--- src/reliable_receive_reorder_window_unit_assert.svh ---
// assertion macros for the reorder window unit
// the using scope must provide clk and arst_n
`ifndef RELIABLE_RECEIVE_REORDER_WINDOW_UNIT_ASSERT_SVH
`define RELIABLE_RECEIVE_REORDER_WINDOW_UNIT_ASSERT_SVH

// consequent must hold in the same cycle as the antecedent
`define RRRW_ASSERT_NOW(label, ante, cons) \
	label: assert property (@(posedge clk) disable iff (!arst_n) (ante) |-> (cons)) \
	else $error("reorder window assertion failed");

// consequent must hold in the cycle after the antecedent
`define RRRW_ASSERT_NEXT(label, ante, cons) \
	label: assert property (@(posedge clk) disable iff (!arst_n) (ante) |=> (cons)) \
	else $error("reorder window assertion failed");

`endif

--- src/rrrw_pkg.sv ---
// shared types and codes of the reorder window unit
// no dependencies
`default_nettype none

package rrrw_pkg;

	localparam int ID_W        = 32;
	localparam int BYTE_W      = 8;
	localparam int STATUS_W    = 3;
	localparam int MAX_RESULTS = 64;
	localparam int BURST_W     = $clog2(MAX_RESULTS);
	localparam int IN_DATA_W   = 40;
	localparam int IN_USER_W   = 2;
	localparam int OUT_DATA_W  = 16;
	localparam int OUT_USER_W  = 3;

	// result kinds
	typedef enum logic [1:0] {
		KIND_STATUS = 2'd0,
		KIND_DATA   = 2'd1,
		KIND_ABSENT = 2'd2
	} kind_t;

	// status codes of a write result
	localparam logic [STATUS_W-1:0] ST_STORED = 3'd0;
	localparam logic [STATUS_W-1:0] ST_OLD    = 3'd1;
	localparam logic [STATUS_W-1:0] ST_BEYOND = 3'd2;
	localparam logic [STATUS_W-1:0] ST_DUP    = 3'd3;
	localparam logic [STATUS_W-1:0] ST_TRUNC  = 3'd4;
	// status of a data result
	localparam logic [STATUS_W-1:0] ST_MORE    = 3'd0;
	localparam logic [STATUS_W-1:0] ST_MSG_END = 3'd1;

	// per-message write phase
	typedef enum logic [2:0] {
		PH_IDLE   = 3'd0,
		PH_STORE  = 3'd1,
		PH_OLD    = 3'd2,
		PH_BEYOND = 3'd3,
		PH_DUP    = 3'd4
	} wr_phase_t;

	// controller states
	typedef enum logic [1:0] {
		CS_IDLE = 2'd0,
		CS_LEN  = 2'd1,
		CS_EMIT = 2'd2
	} ctrl_state_t;

	// controller to datapath
	typedef struct packed {
		logic in_ready;
		logic wr_item;
		logic len_rd;
		logic absent;
		logic end_mark;
		logic burst_start;
		logic emit;
	} ctrl_cmd_t;

	// datapath to controller
	typedef struct packed {
		logic in_valid;
		logic in_read;
		logic out_busy;
		logic out_free;
		logic slot_hit;
		logic none_left;
		logic burst_last;
	} dp_stat_t;

endpackage

`default_nettype wire

--- src/rrrw_ctrl.sv ---
// controller state machine of the reorder window unit
// depends on rrrw_pkg
`default_nettype none

module rrrw_ctrl (
	input  wire logic                 clk,
	input  wire logic                 arst_n,
	input  wire rrrw_pkg::dp_stat_t   stat,
	output rrrw_pkg::ctrl_cmd_t       cmd
);

	rrrw_pkg::ctrl_state_t state_q;
	rrrw_pkg::ctrl_state_t state_nxt;

	// state register
	always_ff @(posedge clk or negedge arst_n) begin
		if (!arst_n) begin
			state_q <= rrrw_pkg::CS_IDLE;
		end else begin
			state_q <= state_nxt;
		end
	end

	// next state
	always_comb begin
		state_nxt = state_q;
		case (state_q)
			rrrw_pkg::CS_IDLE: begin
				if (stat.in_valid && !stat.out_busy && stat.in_read) begin
					state_nxt = rrrw_pkg::CS_LEN;
				end
			end
			rrrw_pkg::CS_LEN: begin
				if (stat.slot_hit && !stat.none_left) begin
					state_nxt = rrrw_pkg::CS_EMIT;
				end else begin
					state_nxt = rrrw_pkg::CS_IDLE;
				end
			end
			rrrw_pkg::CS_EMIT: begin
				if (stat.out_free && stat.burst_last) begin
					state_nxt = rrrw_pkg::CS_IDLE;
				end
			end
			default: begin
				state_nxt = rrrw_pkg::CS_IDLE;
			end
		endcase
	end

	// commands
	always_comb begin
		cmd = '0;
		case (state_q)
			rrrw_pkg::CS_IDLE: begin
				cmd.in_ready = !stat.out_busy;
				if (stat.in_valid && !stat.out_busy) begin
					cmd.len_rd  = stat.in_read;
					cmd.wr_item = !stat.in_read;
				end
			end
			rrrw_pkg::CS_LEN: begin
				if (!stat.slot_hit) begin
					cmd.absent = 1'b1;
				end else if (stat.none_left) begin
					cmd.end_mark = 1'b1;
				end else begin
					cmd.burst_start = 1'b1;
				end
			end
			rrrw_pkg::CS_EMIT: begin
				cmd.emit = stat.out_free;
			end
			default: begin
				cmd = '0;
			end
		endcase
	end

endmodule

`default_nettype wire

--- config.mk ---
export PLATFORM = sky130hd
export DESIGN_NAME = rrrw_ctrl
export DESIGN_NICKNAME = d
export VERILOG_FILES = /design/src/reliable_receive_reorder_window_unit_assert.svh /design/src/rrrw_pkg.sv /design/src/rrrw_ctrl.sv
export SDC_FILE = /design/constraint.sdc
export NUM_CORES = 1
export LEC_CHECK = 0
export ABC_CLOCK_PERIOD_IN_PS = 1000
export BUFFER_PORTS_ARGS = -buffer_cell sky130_fd_sc_hd__buf_2
export CORE_AREA = 10 10 47 49
export DETAILED_ROUTE_END_ITERATION = 12
export DIE_AREA = 0 0 57 59
export GPL_TIMING_DRIVEN = 0
export PLACE_DENSITY = 0.35
export SLEW_MARGIN = 40
export SYNTH_ARGS = -nofsm -noshare
export SYNTH_HDL_FRONTEND = slang
export SYNTH_SLANG_ARGS = --single-unit
--- constraint.sdc ---
create_clock -name clk -period 1 [get_ports clk]
set_clock_uncertainty 0.05 [all_clocks]
set_input_delay 0.1 -clock clk [delete_from_list [all_inputs] [get_ports clk]]
set_output_delay 0.1 -clock clk [all_outputs]
set_load 0.03 [all_outputs]
# Word level (Yosys, flattened, before mapping)
# Index checks and enable logic that the tools add are counted.
[totals] inputBits=9 wordCells=26 register_bits=2 out_inout_bits=7
[classes] reduce_logical=9 muxes=12 eq_ne=4
[op_table] cell="2-bit two-way mux" n=5
[op_table] cell="3-bit two-way mux" n=2
[op_table] cell="2-bit one-hot mux with 3 select lines" n=1
[op_table] cell="1-bit logical AND" n=4
[op_table] cell="1-bit two-way mux" n=4
[op_table] cell="2-bit != test (second input constant)" n=2
[op_table] cell="1-bit logical NOT" n=3
[op_table] cell="2-bit by 1-bit == test with 1-bit output (second input constant)" n=1
[op_table] cell="2-bit == test (second input constant)" n=1
[op_table] cell="2-bit logical NOT" n=1
[op_table] cell="2-bit AND reduction" n=1

# Longest topological paths before layout
# Gate-level depths: netlist of run 1.
[depth] ltp_word=5 depth_mapped=2

# Worst setup path before layout of run 1
# No wires, ideal clock.
[synth_timing] kind="register to output" startpoint="register state_q[1]" endpoint="output cmd[4] (netlist bit)" t_arrival_ns=1.513 stages_incl_launch_ff=2 n_path_buf=0 slack_ns=-0.663 path_cell_list="dfrtp_1 -> nor4b_1"
[synth_lines] item="start: declaration" line_no="rrrw_ctrl.sv:12" source="rrrw_pkg::ctrl_state_t state_q;"
[synth_lines] item="start signal: assignment" line_no="rrrw_ctrl.sv:18" source="state_q <= rrrw_pkg::CS_IDLE;"
[synth_lines] item="start signal: assignment" line_no="rrrw_ctrl.sv:20" source="state_q <= state_nxt;"
[synth_lines] item="end: declaration" line_no="rrrw_ctrl.sv:9" source="output rrrw_pkg::ctrl_cmd_t cmd"

==> summary.md, run 1 <==
| Metric | Value |
|---|---|
| Total GRT Usage | `between 4 and 5%` |
| IO Port Bufs | `15` |
| Row count | `14` |
| Fin crit share | `136%` |
| Hold Crit Class | `input port to register` |
| Placement Setup Slack | `-0.280 ns` |
| Mux cell area share after synthesis | `0%` |
| Sequential-to-total area share from yosys stat | `a little over a third` |
| Synth Area in Compound Gates | `9.73%` |
| Maximum clock path buffer count | `2` |
| Gpl congestion | `roughly 0.66` |
| M1 WL | `200 um` |
| Initial core utilization | `between 10% and 20%` |
| Die area | `3360 um2` |
| First-pass GRT wire length | `~1.1 mm` |
| Yosys reg bits | `2` |
| Cells after synthesis | `15` |
| Root Driver | `clkbuf_4` |
| Drc violations | `0` |
| Status | `finished, violations left` |
| Max cap viols | `0` |
| Max reg flops | `2` |
| Fin. Hold Viols | `0` |
| CTS tree | `built` |
| Biggest register | `state_q` |
| Yosys warnings | `0` |
| RSZ-0062 raised after global routing | `true` |
| Number of global-route vias before repair | `244` |
| DIE WIDTH | `between 50 and 60 um` |
| IO Pins | `16` |
| Pin count of the biggest net entering global routing | `9` |
| Synthesized area per cell | `9.43 um2` |
| Met2 Wirelength | `roughly 540 um` |
| Final wirelength | `approximately 760 um` |
| Yosys cell types | `12` |
| Pleak | `0.201 nW` |
| Area share of fa/ha/maj cells after synthesis | `0%` |
| VDD IR max | `around 500 uV` |
| Synth Area in Simple Gates | `between 50 and 60%` |
| Xor-xnor portion of the synthesized cell area | `0%` |
| Worst setup margin | `-0.363 ns` |
| Post-DP HPWL | `542 um` |
| Via density per instance | `3.95` |
| Synth area leaders | `dfrtp_1 (35%), nor4b_1 (12%), nand2b_4 (9.7%), and3b_1 (6.2%), o2bb2ai_1 (6.2%)` |
| Top cell type's share of synthesized area | `35.4%` |
| Biggest regs | `state_q (2)` |
| N_diodes | `0` |
| Final Critical Period | `~1.4 ns` |
| Initial antenna violation count | `0` |
| Synth-to-Final Area Change | `211%` |
| DRT Pass-1 Iters | `2` |
| Core area | `1400 um2` |
| Setup violators final | `8` |
| Post-DR wirelength/cell | `about 14 um` |
| Skew-Pair Late Insertion Delay | `0.22 ns` |
| Worst-margin pin slew | `approximately 0.27 ns` |
| Final nets | `51` |
| DR iter-0 viols | `2` |
| Layout cells sized above 1 | `a little over four fifths` |
| CP max FO | `4` |
| Post-Syn Nets | `24` |
| CP Class | `register to primary output` |
| Total CTS buffers | `3` |
| Metal3 WL | `about 16 um` |
| Worst Path Arrival | `approximately 1.2 ns` |
| Clock-pin slew on the worst setup and hold paths | `0.03 ns` |
| Peak Freq | `733 MHz` |
| Die Ht | `59 um` |
| Main combinational cell family by area after synthesis | `simple AND/OR/NAND/NOR gates` |
| Overall Power | `0.000414 W` |
| Cell taking the most area after synthesis | `dfrtp_1` |
| Grt ovf | `0` |
| Top sig layer | `met3` |
| Synthesized cell area | `approximately 140 um2` |
| Antenna-violating nets left | `0` |
| Clk sinks | `2` |
| Finished layout cell area | `approximately 440 um2` |
| Power Density | `942 nW/um2` |
| DR vias | `221` |
| Final-report max-slew violation count | `0` |
| Htree depth | `1` |
| Failing checks | `setup timing` |
| Rel. slew slack | `about 82%` |
| Post-DP Area | `just under 300 um2` |
| Critical path endpoint category | `primary output` |
| Startpoint types | `register` |
| Worst EP required | `0.85 ns` |
| # fillers | `approximately 150` |
-- final timing paths --
| path | start | slack (ns) | cells past startpoint | to |
|---|---|---|---|---|
| min in group asynchronous | arst_n | 0.16 | 2 | state_q[1] |
| max in group asynchronous | arst_n | 0.64 | 2 | state_q[0] |
| max | state_q[1] | -0.36 | 3 | cmd[2] |
| min reg2reg | state_q[1] | 0.57 | 2 | state_q[0] |
| max reg2reg | state_q[1] | -0.05 | 2 | state_q[1] |
| min | stat[1] | 0.07 | 2 | state_q[1] |
-- area by class of cell --
class                   instances  area, um2  share of cell area [%]
repair buffers                 22        183                    41.6
flip-flops and latches          2       52.6                    12.0
inverters                       1       3.75                   0.855
multi-input cells              12        158                    35.9
well taps                      16       20.0                    4.56
clock buffers                   3       22.5                    5.13
-- cells in the mapped netlist, drive strengths merged --
master,n
a21oi,1
and3b,1
dfrtp,2
inv,1
nand2b,1
nand3b,1
nor2,2
nor3,1
nor3b,1
nor4,1
nor4b,2
o2bb2ai,1
-- repair_timing --
| action | 4_1_cts | 5_1_grt |
|---|---|---|
| resized for setup | 13 | 2 |
| buffers inserted | 3 | 3 |
| pin swaps | 6 | 1 |
| endpoints found under the setup margin | 9 | 9 |
| hold buffers | 1 | 0 |
| hold endpoints to repair | 2 | 0 |
-- cells in the final DEF, fill, tap and decap left out --
| cell | synthesis | final |
|---|---|---|
| inv_1 | 1 | 1 |
| nor2_4 | 0 | 2 |
| nor3b_2 | 0 | 1 |
| and3b_1 | 1 | 1 |
| nor3_2 | 0 | 1 |
| buf_12 | 0 | 1 |
| dlygate4sd3_1 | 0 | 1 |
| buf_6 | 0 | 6 |
| nand2b_4 | 1 | 1 |
| buf_4 | 0 | 6 |
| a21oi_1 | 1 | 1 |
| dfrtp_2 | 0 | 2 |
| o2bb2ai_1 | 1 | 1 |
| buf_2 | 0 | 8 |
| clkbuf_4 | 0 | 3 |
| nand3b_1 | 1 | 1 |
| nor4b_4 | 0 | 2 |
| nor4_4 | 0 | 1 |
-- report_power, final --
| group | internal, W | switching [W] | total (W) |
|---|---|---|---|
| Sequential | 0.0000864 | 0.00000716 | 0.0000936 |
| Combinational | 0.0000746 | 0.0000694 | 0.000144 |
| Clock | 0.000132 | 0.0000438 | 0.000176 |
-- cell families after synthesis --
family          Yosys count
simple gates             10
flops                     2
compound gates            2
buf+inv                   1
-- critical path, stage by stage, from the launching register on --
cell and delay (ns):
dfrtp_2 0.42, nand3b_1 0.29, nor2_4 0.15, buf_6 0.14
-- metrics by stage --
| step | setup TNS [ns] | cells | util (%) | hold WS, ns |
|---|---|---|---|---|
| after floorplan | -0.659 | 15 | - | -0.246 |
| after global placement | -0.878 | 46 | 21.0 | -0.163 |
| after detailed placement | -0.992 | 46 | 21.0 | -0.161 |
| after CTS | -2.35 | 53 | 27.8 | 0.0602 |
| after global routing | -2.71 | 56 | 31.3 | 0.0693 |
| final | -2.30 | 56 | 31.3 | 0.0663 |
-- routing by layer --
metal	vias up	GRT usage, %
li1	109	-
met1	111	2.48
met2	1	9.15
met3	0	1.93
met4	0	4.03
met5	-	0
(Power assumes the default switching activity.)
==> run 2: changes to the inputs <==
==> constraint.sdc (replaced) <==
create_clock -name clk -period 1 [get_ports clk]
set_clock_uncertainty 0.05 [all_clocks]
set_input_delay 0.2 -clock clk [delete_from_list [all_inputs] [get_ports clk]]
set_output_delay 0.2 -clock clk [all_outputs]
set_load 0.03 [all_outputs]
==> run 2 against run 1 <==
The flow still finishes with violations (setup timing). Sequential cell count did not move. Worst setup slack got worse by 0.12 ns. Total power fell by 0.89%. Count of clock-buffer cells in the layout did not move. First-iteration DRC count rose by 50%. Global-route usage barely moved. Die area did not move. Final cell count fell by 3.6%. Sequential power rose by 1%. Combinational power fell by 5%. Critical path depth did not move. Largest cell class is now multi-input combinational cells.
==> summary.md, run 2 (synthesis gave the netlist of run 1 again) <==
| Metric | Value |
|---|---|
| Status | `finished, violations left (unchanged)` |
| Failing checks | `setup timing (unchanged)` |
| Total CTS buffers | `3 (unchanged)` |
| Synth-to-Final Area Change | `203% (was 211%)` |
| Root Driver | `clkbuf_4 (unchanged)` |
| Final-report max-slew violation count | `0 (unchanged)` |
| IO Pins | `16 (unchanged)` |
| CP max FO | `4 (unchanged)` |
| Fin. Hold Viols | `0 (unchanged)` |
| DR vias | `211 (was 221)` |
| Worst hold stages | `2 (unchanged)` |
| Final Critical Period | `1.49 ns (was 1.36 ns)` |
| Drc violations | `0 (unchanged)` |
| Initial antenna violation count | `0 (unchanged)` |
| Row count | `14 (unchanged)` |
| Max cap viols | `0 (unchanged)` |
| First-pass GRT wire length | `1.08 mm (was 1.09 mm)` |
| Critical path endpoint category | `primary output (unchanged)` |
| Maximum clock path buffer count | `2 (unchanged)` |
| Core area | `1400 um2 (unchanged)` |
| Max reg flops | `2 (unchanged)` |
| GR peak layer | `met2 (unchanged)` |
| VDD IR max | `567 uV (was 504 uV)` |
| Commonest non-fill, non-tap cell in the layout | `buf_2 (unchanged)` |
| Met1 Resource Use GR | `2.48% (unchanged)` |
| Post-DR wirelength/cell | `13.6 um (was 13.5 um)` |
| Commonest non-fill, non-tap cells in the layout | `buf_2 (8), buf_4 (6), buf_6 (5) (was buf_2 (8), buf_6 (6), buf_4 (6))` |
| Htree depth | `1 (unchanged)` |
| DR iter-0 viols | `3 (was 2)` |
| Power Density | `958 nW/um2 (was 942 nW/um2)` |
| Biggest regs | `state_q (2) (unchanged)` |
| Peak Freq | `672 MHz (was 733 MHz)` |
| Pin count of the biggest net entering global routing | `7 (was 9)` |
| Hold Crit Class | `input port to register (unchanged)` |
| Die area | `3360 um2 (unchanged)` |
| RSZ-0062 raised after global routing | `true (unchanged)` |
| Via density per instance | `3.91 (was 3.95)` |
| Rel. slew slack | `82.5% (was 82.1%)` |
| IO Port Bufs | `15 (unchanged)` |
| Final wirelength | `735 um (was 756 um)` |
| Worst EP required | `0.75 ns (was 0.85 ns)` |
| DIE WIDTH | `57 um (unchanged)` |
| Worst Hold Slack | `0.184 ns (was 0.0663 ns)` |
| Clock-pin slew on the worst setup and hold paths | `0.03 ns (about the same)` |
| Fin Setup TNS | `-3.10 ns (was -2.30 ns)` |
| Startpoint types | `register (unchanged)` |
| Initial core utilization | `10.1% (unchanged)` |
| Clk sinks | `2 (unchanged)` |
| Total GRT Usage | `4.31% (was 4.36%)` |
| Biggest register | `state_q (unchanged)` |
| Number of global-route vias before repair | `241 (was 244)` |
| N_diodes | `0 (unchanged)` |
| Skew-Pair Late Insertion Delay | `0.22 ns (about the same)` |
| Worst r2r path cells | `3 (was 2)` |
| Worst setup margin | `-0.488 ns (was -0.363 ns)` |
| Met3 usage in global routing | `1.93% (unchanged)` |
| Worst Path Arrival | `1.24 ns (was 1.21 ns)` |
| CP Class | `register to primary output (unchanged)` |
| Util after Layout | `30.5% (was 31.3%)` |
| Die Ht | `59 um (unchanged)` |
| Antenna-violating nets left | `0 (unchanged)` |
| CTS tree | `built (unchanged)` |
| Post-DP HPWL | `548 um (was 542 um)` |
| DRT Pass-1 Iters | `2 (unchanged)` |
| Gpl congestion | `0.651 (was 0.657)` |
| Final nets | `49 (was 51)` |
| Layout cells sized above 1 | `89.5% (was 85.0%)` |
| Met2 Resource Use GR | `9.46% (was 9.15%)` |
| Worst-margin pin slew | `0.262 ns (was 0.268 ns)` |
| Pleak | `0.190 nW (was 0.201 nW)` |
| Fin crit share | `149% (was 136%)` |
| Grt ovf | `0 (unchanged)` |
| Setup violators final | `8 (unchanged)` |
run 2: metal layers:
| layer | share of wire [%] | up-vias | wire length [um] |
|---|---|---|---|
| li1 | - | 104 | - |
| met1 | 24 | 106 | 177 |
| met2 | 74 | 1 | 543 |
| met3 | 1.9 | 0 | 14 |
| met4 | 0 | 0 | 0 |
| met5 | 0 | - | 0 |
run 2: path summary, 6_finish.rpt:
kind                       slack, ns    endpoint  startpoint
setup / recovery               -0.49      cmd[2]  state_q[1]
hold / removal                  0.18  state_q[1]     stat[1]
setup reg to reg               -0.16  state_q[1]  state_q[1]
hold reg to reg                 0.60  state_q[0]  state_q[1]
max in group asynchronous       0.55  state_q[0]      arst_n
min in group asynchronous       0.24  state_q[1]      arst_n
run 2: critical path, stage by stage, from the launching register on:
cell and delay, ns:
dfrtp_2 0.43, nand3b_1 0.29, nor2_4 0.16, buf_6 0.13
run 2: final cells by class:
class / count / area [um2]
Tap cell: 16 / 20.0
Multi-Input combinational cell: 12 / 178
Timing Repair Buffer: 20 / 151
Sequential cell: 2 / 52.6
Inverter: 1 / 3.75
Fill cell: 148 / 973
Clock buffer: 3 / 22.5
run 2: what timing repair did:
item / 4_1_cts / 5_1_grt
pin swaps: 4 / 3
setup endpoints to repair: 8 / 9
buffers inserted: 4 / 0
gates resized for setup: 14 / 2
hold endpoints to repair: 2 / 0
cloned: 0 / 0
hold buffers: 1 / 0
run 2: power by group:
group / leakage, nW / switching (W) / internal, W
combinational: 0.152 / 0.0000696 / 0.0000677
clock: 0.0138 / 0.0000458 / 0.000132
sequential: 0.0241 / 0.00000807 / 0.0000864
run 2: per-stage QoR:
| stage | area (um2) | cells | power [W] | setup WS [ns] |
|---|---|---|---|---|
| 4_1_cts | 407 | 54 | 0.000417 | -0.496 |
| 2_1_floorplan | 200 | 15 | 0.000153 | -0.247 |
| 6_report | 428 | 54 | 0.000410 | -0.488 |
| 3_3_place_gp | 295 | 46 | 0.000190 | -0.356 |
| 5_1_grt | 428 | 54 | 0.000435 | -0.517 |
| 3_5_place_dp | 295 | 46 | 0.000192 | -0.398 |
